--- src/rtl/lfu_pkg.sv ---
// ----------------------------------------------------------------------------
// lfu_pkg
// Shared constants and types for the LFU key-value table: table size, index
// widths, the scan token that runs down the cell chain and the update beat.
// ----------------------------------------------------------------------------
package lfu_pkg;

  localparam int ENTRIES = 16;
  localparam int IDX_W   = (ENTRIES > 1) ? $clog2(ENTRIES) : 1;
  localparam int OCC_W   = $clog2(ENTRIES + 1);
  localparam int KEY_W   = 32;
  localparam int VAL_W   = 32;
  localparam int CNT_W   = 32;
  localparam int TCH_W   = 64;
  localparam int CAP_W   = 5;
  localparam int OUT_OCC_W = 5;

  // command codes
  localparam logic CMD_GET = 1'b0;
  localparam logic CMD_PUT = 1'b1;

  // scan token, one hop per cell per cycle
  typedef struct packed {
    logic             vld;
    logic [KEY_W-1:0] key;
    logic             hit;
    logic [IDX_W-1:0] hit_idx;
    logic [VAL_W-1:0] hit_val;
    logic             best_vld;
    logic [IDX_W-1:0] best_idx;
    logic [CNT_W-1:0] best_cnt;
    logic [TCH_W-1:0] best_touch;
    logic [KEY_W-1:0] best_key;
    logic             free_vld;
    logic [IDX_W-1:0] free_idx;
  } scan_t;

  // broadcast write to the cells
  typedef struct packed {
    logic             touch;
    logic             insert;
    logic             wr_val;
    logic [IDX_W-1:0] idx;
    logic             evict;
    logic [IDX_W-1:0] ev_idx;
    logic [KEY_W-1:0] key;
    logic [VAL_W-1:0] val;
    logic [TCH_W-1:0] stamp;
  } upd_t;

endpackage

--- src/rtl/lfu_cell.sv ---
// ----------------------------------------------------------------------------
// lfu_cell
// One table entry. Folds its entry into the passing scan token (key match,
// first free slot, eviction candidate) and applies broadcast updates.
// ----------------------------------------------------------------------------
module lfu_cell import lfu_pkg::*; (
  input  logic             clk,
  input  logic             rst,
  input  logic [IDX_W-1:0] my_idx,
  input  scan_t            tok_in,
  output scan_t            tok_out,
  input  upd_t             upd
);

  logic             valid;
  logic [KEY_W-1:0] key;
  logic [VAL_W-1:0] val;
  logic [CNT_W-1:0] cnt;
  logic [TCH_W-1:0] touch;
  scan_t            tok_next;

  // fold own entry into the token
  always_comb begin
    tok_next = tok_in;
    if (!tok_in.hit && valid && key == tok_in.key) begin
      tok_next.hit     = 1'b1;
      tok_next.hit_idx = my_idx;
      tok_next.hit_val = val;
    end
    if (!tok_in.free_vld && !valid) begin
      tok_next.free_vld = 1'b1;
      tok_next.free_idx = my_idx;
    end
    if (valid && (!tok_in.best_vld || cnt < tok_in.best_cnt ||
                  (cnt == tok_in.best_cnt && touch < tok_in.best_touch))) begin
      tok_next.best_vld   = 1'b1;
      tok_next.best_idx   = my_idx;
      tok_next.best_cnt   = cnt;
      tok_next.best_touch = touch;
      tok_next.best_key   = key;
    end
  end

  // token hop register
  always_ff @(posedge clk) begin
    if (rst) begin
      tok_out.vld <= 1'b0;
    end else begin
      tok_out.vld <= tok_next.vld;
    end
    tok_out.key        <= tok_next.key;
    tok_out.hit        <= tok_next.hit;
    tok_out.hit_idx    <= tok_next.hit_idx;
    tok_out.hit_val    <= tok_next.hit_val;
    tok_out.best_vld   <= tok_next.best_vld;
    tok_out.best_idx   <= tok_next.best_idx;
    tok_out.best_cnt   <= tok_next.best_cnt;
    tok_out.best_touch <= tok_next.best_touch;
    tok_out.best_key   <= tok_next.best_key;
    tok_out.free_vld   <= tok_next.free_vld;
    tok_out.free_idx   <= tok_next.free_idx;
  end

  // entry valid: eviction first, insert wins
  always_ff @(posedge clk) begin
    if (rst) begin
      valid <= 1'b0;
    end else begin
      if (upd.evict && upd.ev_idx == my_idx) valid <= 1'b0;
      if (upd.insert && upd.idx == my_idx) valid <= 1'b1;
    end
  end

  // entry payload
  always_ff @(posedge clk) begin
    if (upd.idx == my_idx) begin
      if (upd.insert) begin
        key   <= upd.key;
        val   <= upd.val;
        cnt   <= CNT_W'(1);
        touch <= upd.stamp;
      end else if (upd.touch) begin
        if (upd.wr_val) val <= upd.val;
        if (cnt != {CNT_W{1'b1}}) cnt <= cnt + CNT_W'(1);
        touch <= upd.stamp;
      end
    end
  end

endmodule

--- config.mk ---
export PLATFORM = sky130hd
export DESIGN_NAME = lfu_cell
export DESIGN_NICKNAME = d
export VERILOG_FILES = /design/src/rtl/lfu_pkg.sv /design/src/rtl/lfu_cell.sv
export SDC_FILE = /design/constraint.sdc
export NUM_CORES = 1
export LEC_CHECK = 0
export ABC_CLOCK_PERIOD_IN_PS = 4150
export BUFFER_PORTS_ARGS = -buffer_cell sky130_fd_sc_hd__buf_2
export CAP_MARGIN = 25
export CORE_AREA = 4 4 215 217
export DETAILED_ROUTE_END_ITERATION = 7
export DIE_AREA = 0 0 219 221
export HOLD_SLACK_MARGIN = 0.1
export PLACE_DENSITY_LB_ADDON = 0.1
export REMOVE_ABC_BUFFERS = 1
export SYNTH_ARGS = -nofsm -noshare
export SYNTH_HDL_FRONTEND = slang
export SYNTH_SLANG_ARGS = --single-unit
--- constraint.sdc ---
create_clock -name clk -period 4.15 [get_ports clk]
set_input_delay 0.2075 -clock clk [delete_from_list [all_inputs] [get_ports clk]]
set_output_delay 0.2075 -clock clk [all_outputs]
set_load 0.01 [all_outputs]
[Word-level counts from Yosys, hierarchy flattened]
Index checks and enable logic that the tools add are counted.
Operators by class
  add/sub/neg operators: 1
  magnitude comparators: 2
  equality and inequality tests: 5
  multiplexer cells: 12
  reduce and logical (&&, ||, !) cells: 21
Operator list (count)
  $mux 32: 5
  $mux 132: 1
  $mux 64: 2
  $eq 32x32->1: 2
  $lt 64x64->1: 1
  $mux 36: 1
  $add 32x1->32 const B: 1
  $lt 32x32->1: 1
  $ne 32x32->1 const B: 1
  $eq 4x4->1: 2
  $reduce_bool 2->1: 4
  $logic_and 1x1->1: 7
  $reduce_and 3->1: 2
  $logic_not 1->1: 4
  $mux 4: 1
  $reduce_and 2->1: 2
  $logic_or 1x1->1: 2
  $mux 1: 2
Storage, ports and cells
  bits in registers: 369
  word-level logic and storage cells: 58

[Depth between registers and ports, before layout]
  depth in word-level cells: 5
  mapped depth: 11
  mapped depth without buffers: 9

[Least setup slack after synthesis]
OpenSTA, ideal clock, no wires.
  kind: input port to flip-flop
  start: input my_idx[2]
  end: register touch[0], enable pin
  setup time: 0.486 ns
  data arrival time: 3.216 ns
  setup slack: 0.448 ns
  stages: 3
  buffers on the path: 0
  cells stage by stage: xnor2_1 nand4_1 nor2_1
Between the ends
  word-level cells in the longest chain between the ends: 2
Ends and longest elaborated chain
  start, declared: RTL line lfu_cell.sv:9  | input logic [IDX_W-1:0] my_idx,
  $eq 4x4->1: RTL line lfu_cell.sv:76  | if (upd.idx == my_idx) begin
  $reduce_and 2->1 (no source line)
  end signal, assigned: RTL line lfu_cell.sv:81  | touch <= upd.stamp;
  end signal, assigned: RTL line lfu_cell.sv:85  | touch <= upd.stamp;
  end, declared: RTL line lfu_cell.sv:19  | logic [TCH_W-1:0] touch;
No other way between the ends.
A chain may end at the register's enable or synchronous reset.

==> out/results.tsv <==
metric	value	unit
P_leak	10.28	nW
clk slew on worst S/H paths	60	ps
Final Non-Filler Cells	2666	
Final setup viols	0	
Max Freq	0.2687	GHz
vias after detailed routing	11940	
Routed WL	51.16	mm
slack of the worst reg-to-reg path	430	ps
I/O pin count	562	
critical path startpoint category	flop	
CP Cell Sequence	ha_1 > nand4_1 > nor4_2 > and4b_1 > o311ai_1 > a2111oi_2 > a21oi_4 > buf_12 > mux2_1 > dlygate4sd3_1	
reg2reg end	tok_out[135]$_DFF_P_	
gpl congestion	0.8109	
sequential power share	46.5	%
Clock Skew	15.97	ps
share of layout cells above drive strength 1	35.77	%
CTS Buf Count	43	
root buffer cell	clkbuf_16	
count of cell types in the netlist	53	
post_cts resized	0	
final hold vios	0	
RR Startpoint	cnt[29]$_SDFFCE_PP0P_	
max_slew headroom	34.09	%
#FFs+latches synth	369	
switching share of power	23.77	%
clock sinks	369	
DRT antenna net count	0	
die area	48400	sq um
area delta synth->final	57.27	%
Clock Latency Late Sink	560	ps
register area share after synthesis	61.34	%
core footprint	44120	sq um
Mean Syn Cell Area	13.51	sq um
combinational power share	12.5	%
total global routing overflow	0	
Total GRT Usage	20.38	%
ys flop type	dfxtp_1	
RSZ-0062 raised after global routing	no	
H-tree depth	2	
Max VDD drop	296.4	uV
CP arrival	4170	ps
min Tclk post-route	3722	ps
Initial Util	33.21	%
Post-DP HPWL	37.74	mm
Residual DRC	0	
DR WL/cell	19.19	microns
crit-path max FO	44	
CP max stage delay	560	ps
row count	77	
maximum root-to-sink buffer count	3	
number of global-route vias before repair	13200	
die height	221	microns
DP Cell Count	2227	
Setup Crit Path Kind	flop to flop	
filler instances	3906	
Iteration-0 DRC Markers	507	
Yosys warning count	0	
Buffers on Ports	561	
Nets	2481	
Final Cycle Share	89.69	%
initial antenna violation count	9	
largest net degree at the start of global routing	65	
Syn Inst Count	1085	
switching pwr	2.074	mW
CP Launch Point	cnt[29]$_SDFFCE_PP0P_	
Max Cap Violations	0	
Slew @ Worst Pin	988.7	ps
Max Slew Vio Count	0	
Clock power frac	41.0	%
EDFF count, synth	160	
chip width	219	microns
Critical-path top delay cell	dlygate4sd3_1	
asr flop ratio synth	0	%
cell internal pwr	6.654	mW
first-pass GRT wire length	76.40	mm
Critical Path RT	4600	ps
worst reg-to-reg path cell count	10	
drt via density	4.477	
worst min path class	primary input to flop	
status	finished, final reports clean	
Worst setup EP type	flop	
PD cells	378.7	nW/um^2
Synth Cell Area	14650	sq um
worst hold path depth	3	
Final Power	8.729	mW
CP endpoint	tok_out[135]$_DFF_P_	
CTS tree	built	
first-pass iteration count of the detailed router	4	
==> routing by layer <==
metal / track usage (%) / up-vias / part of all wire (%)
met1: 23.76 / 5662 / 40
met2: 36.61 / 398 / 50
met3: 4.883 / 86 / 6.6
met4: 6.646 / 2 / 2.8
li1: - / 5788 / -
met5: 0 / - / 0.025
==> through the flow <==
stage	setup WS, ps	hold WS [ps]	util (%)	cell area (sq um)	TNS, ps
6_report	427.9	128.1	52.23	23050	0
5_1_grt	145.2	133.5	52.23	23050	0
4_1_cts	19.73	175.0	52.12	23000	0
3_5_place_dp	334.5	339.4	41.20	18180	0
3_3_place_gp	412.6	337.4	41.20	18180	0
2_1_floorplan	-1872	235.2	-	14500	-233910
==> logic make-up (layout without fill, tap and decap cells) <==
| kind of cell | Yosys count | after routing | share of synthesized area (%) |
|---|---|---|---|
| flip-flops | 369 | 369 | 61.34 |
| AO/OA/AOI/OAI | 95 | 95 | 3.928 |
| XOR/XNOR | 63 | 63 | 3.765 |
| AND/OR/NAND/NOR | 166 | 166 | 5.891 |
| other | 0 | 8 | 0 |
| adder cells (fa/ha/maj) | 96 | 96 | 8.197 |
| buffers and inverters | 124 | 1105 | 3.680 |
| multiplexers | 172 | 172 | 13.20 |
==> cell type report <==
type	instances	area [sq um]	area share, %
sequential	369	8989	39.00
timing repair buffer	922	6416	27.84
multi-input combinational	592	5166	22.42
clock buffer	63	1234	5.353
tap	592	740.7	3.214
inverter	103	386.6	1.678
clock inverter	17	95.09	0.4126
antenna	8	20.02	0.08686
==> critical path, delay by kind of cell (launching register included) <==
kind	cells	cell delay, ps
flops	1	470
simple gates	3	990
fa+ha+maj	1	340
buf+inv	2	790
compound gates	3	640
mux	1	340
==> how the worst min path moves through the flow <==
stage                                      end   startpoint  slack [ps]
after global placement    tok_out[202]$_DFF_P_  tok_in[202]         340
after floorplan           tok_out[175]$_DFF_P_  tok_in[175]         240
after CTS                   valid$_SDFFE_PP0P_     upd[132]         170
final                        val[25]$_DFFE_PP_     upd[137]         130
after detailed placement  tok_out[202]$_DFF_P_  tok_in[202]         340
after global routing         val[27]$_DFFE_PP_     upd[137]         130
==> what timing repair did <==
action | 4_1_cts | 5_1_grt
buffers inserted | 0 | 1
hold buffers | 349 | 0
endpoints found under the hold margin | 337 | 0
endpoints found under the setup margin | 0 | 37
==> synth_stat cells (11+ instances only) <==
library cell  instances  area [sq um]
nand2_1              34         127.6
edfxtp_1            160          4805
xor2_1               52         455.4
a21oi_1              45         225.2
mux2_2               92          1036
nand3_1              21         105.1
mux2_1               78         878.3
ha_1                 96          1201
nor2_1               33         123.9
dfxtp_1             209          4184
inv_1               103         386.6
nand4_1              28         175.2
xnor2_1              11         96.34
o21ai_0              21         105.1
==> registers in the layout (all words and copies together), names as in the netlist <==
| name | flops |
|---|---|
| key | 32 |
| cnt | 32 |
| tok_out | 208 |
| val | 32 |
| touch | 64 |
| valid | 1 |
==> power by group through the flow <==
| stage | registers [mW] | logic (mW) | clock network [mW] |
|---|---|---|---|
| 6_report | 4.06 | 1.09 | 3.58 |
| 3_5_place_dp | 4.14 | 0.808 | 0 |
| 5_1_grt | 4.08 | 1.19 | 3.85 |
| 2_1_floorplan | 4.19 | 0.296 | 0 |
| 4_1_cts | 4.06 | 1.09 | 3.69 |
| 3_3_place_gp | 4.13 | 0.802 | 0 |
==> cell usage in the layout (no fill, tap or decap), drive strengths merged, types with 2 or more instances in the layout <==
cell type	count
dfxtp	209
a21o	4
or3	8
and3	6
or2	4
diode	8
a21oi	46
nor2b	3
nand2	34
clkinv	13
and4	3
xor2	52
nand4	28
o21a	2
o21ai	22
o211ai	2
nor3	8
ha	96
a21boi	3
inv	106
nor4	10
xnor2	11
nand3	21
nor2	33
buf	573
a221oi	3
dlygate4sd3	349
mux2	170
clkbuf	63
edfxtp	160
nand2b	3
mux2i	2
No activity file was read; power rests on OpenSTA's default activity.
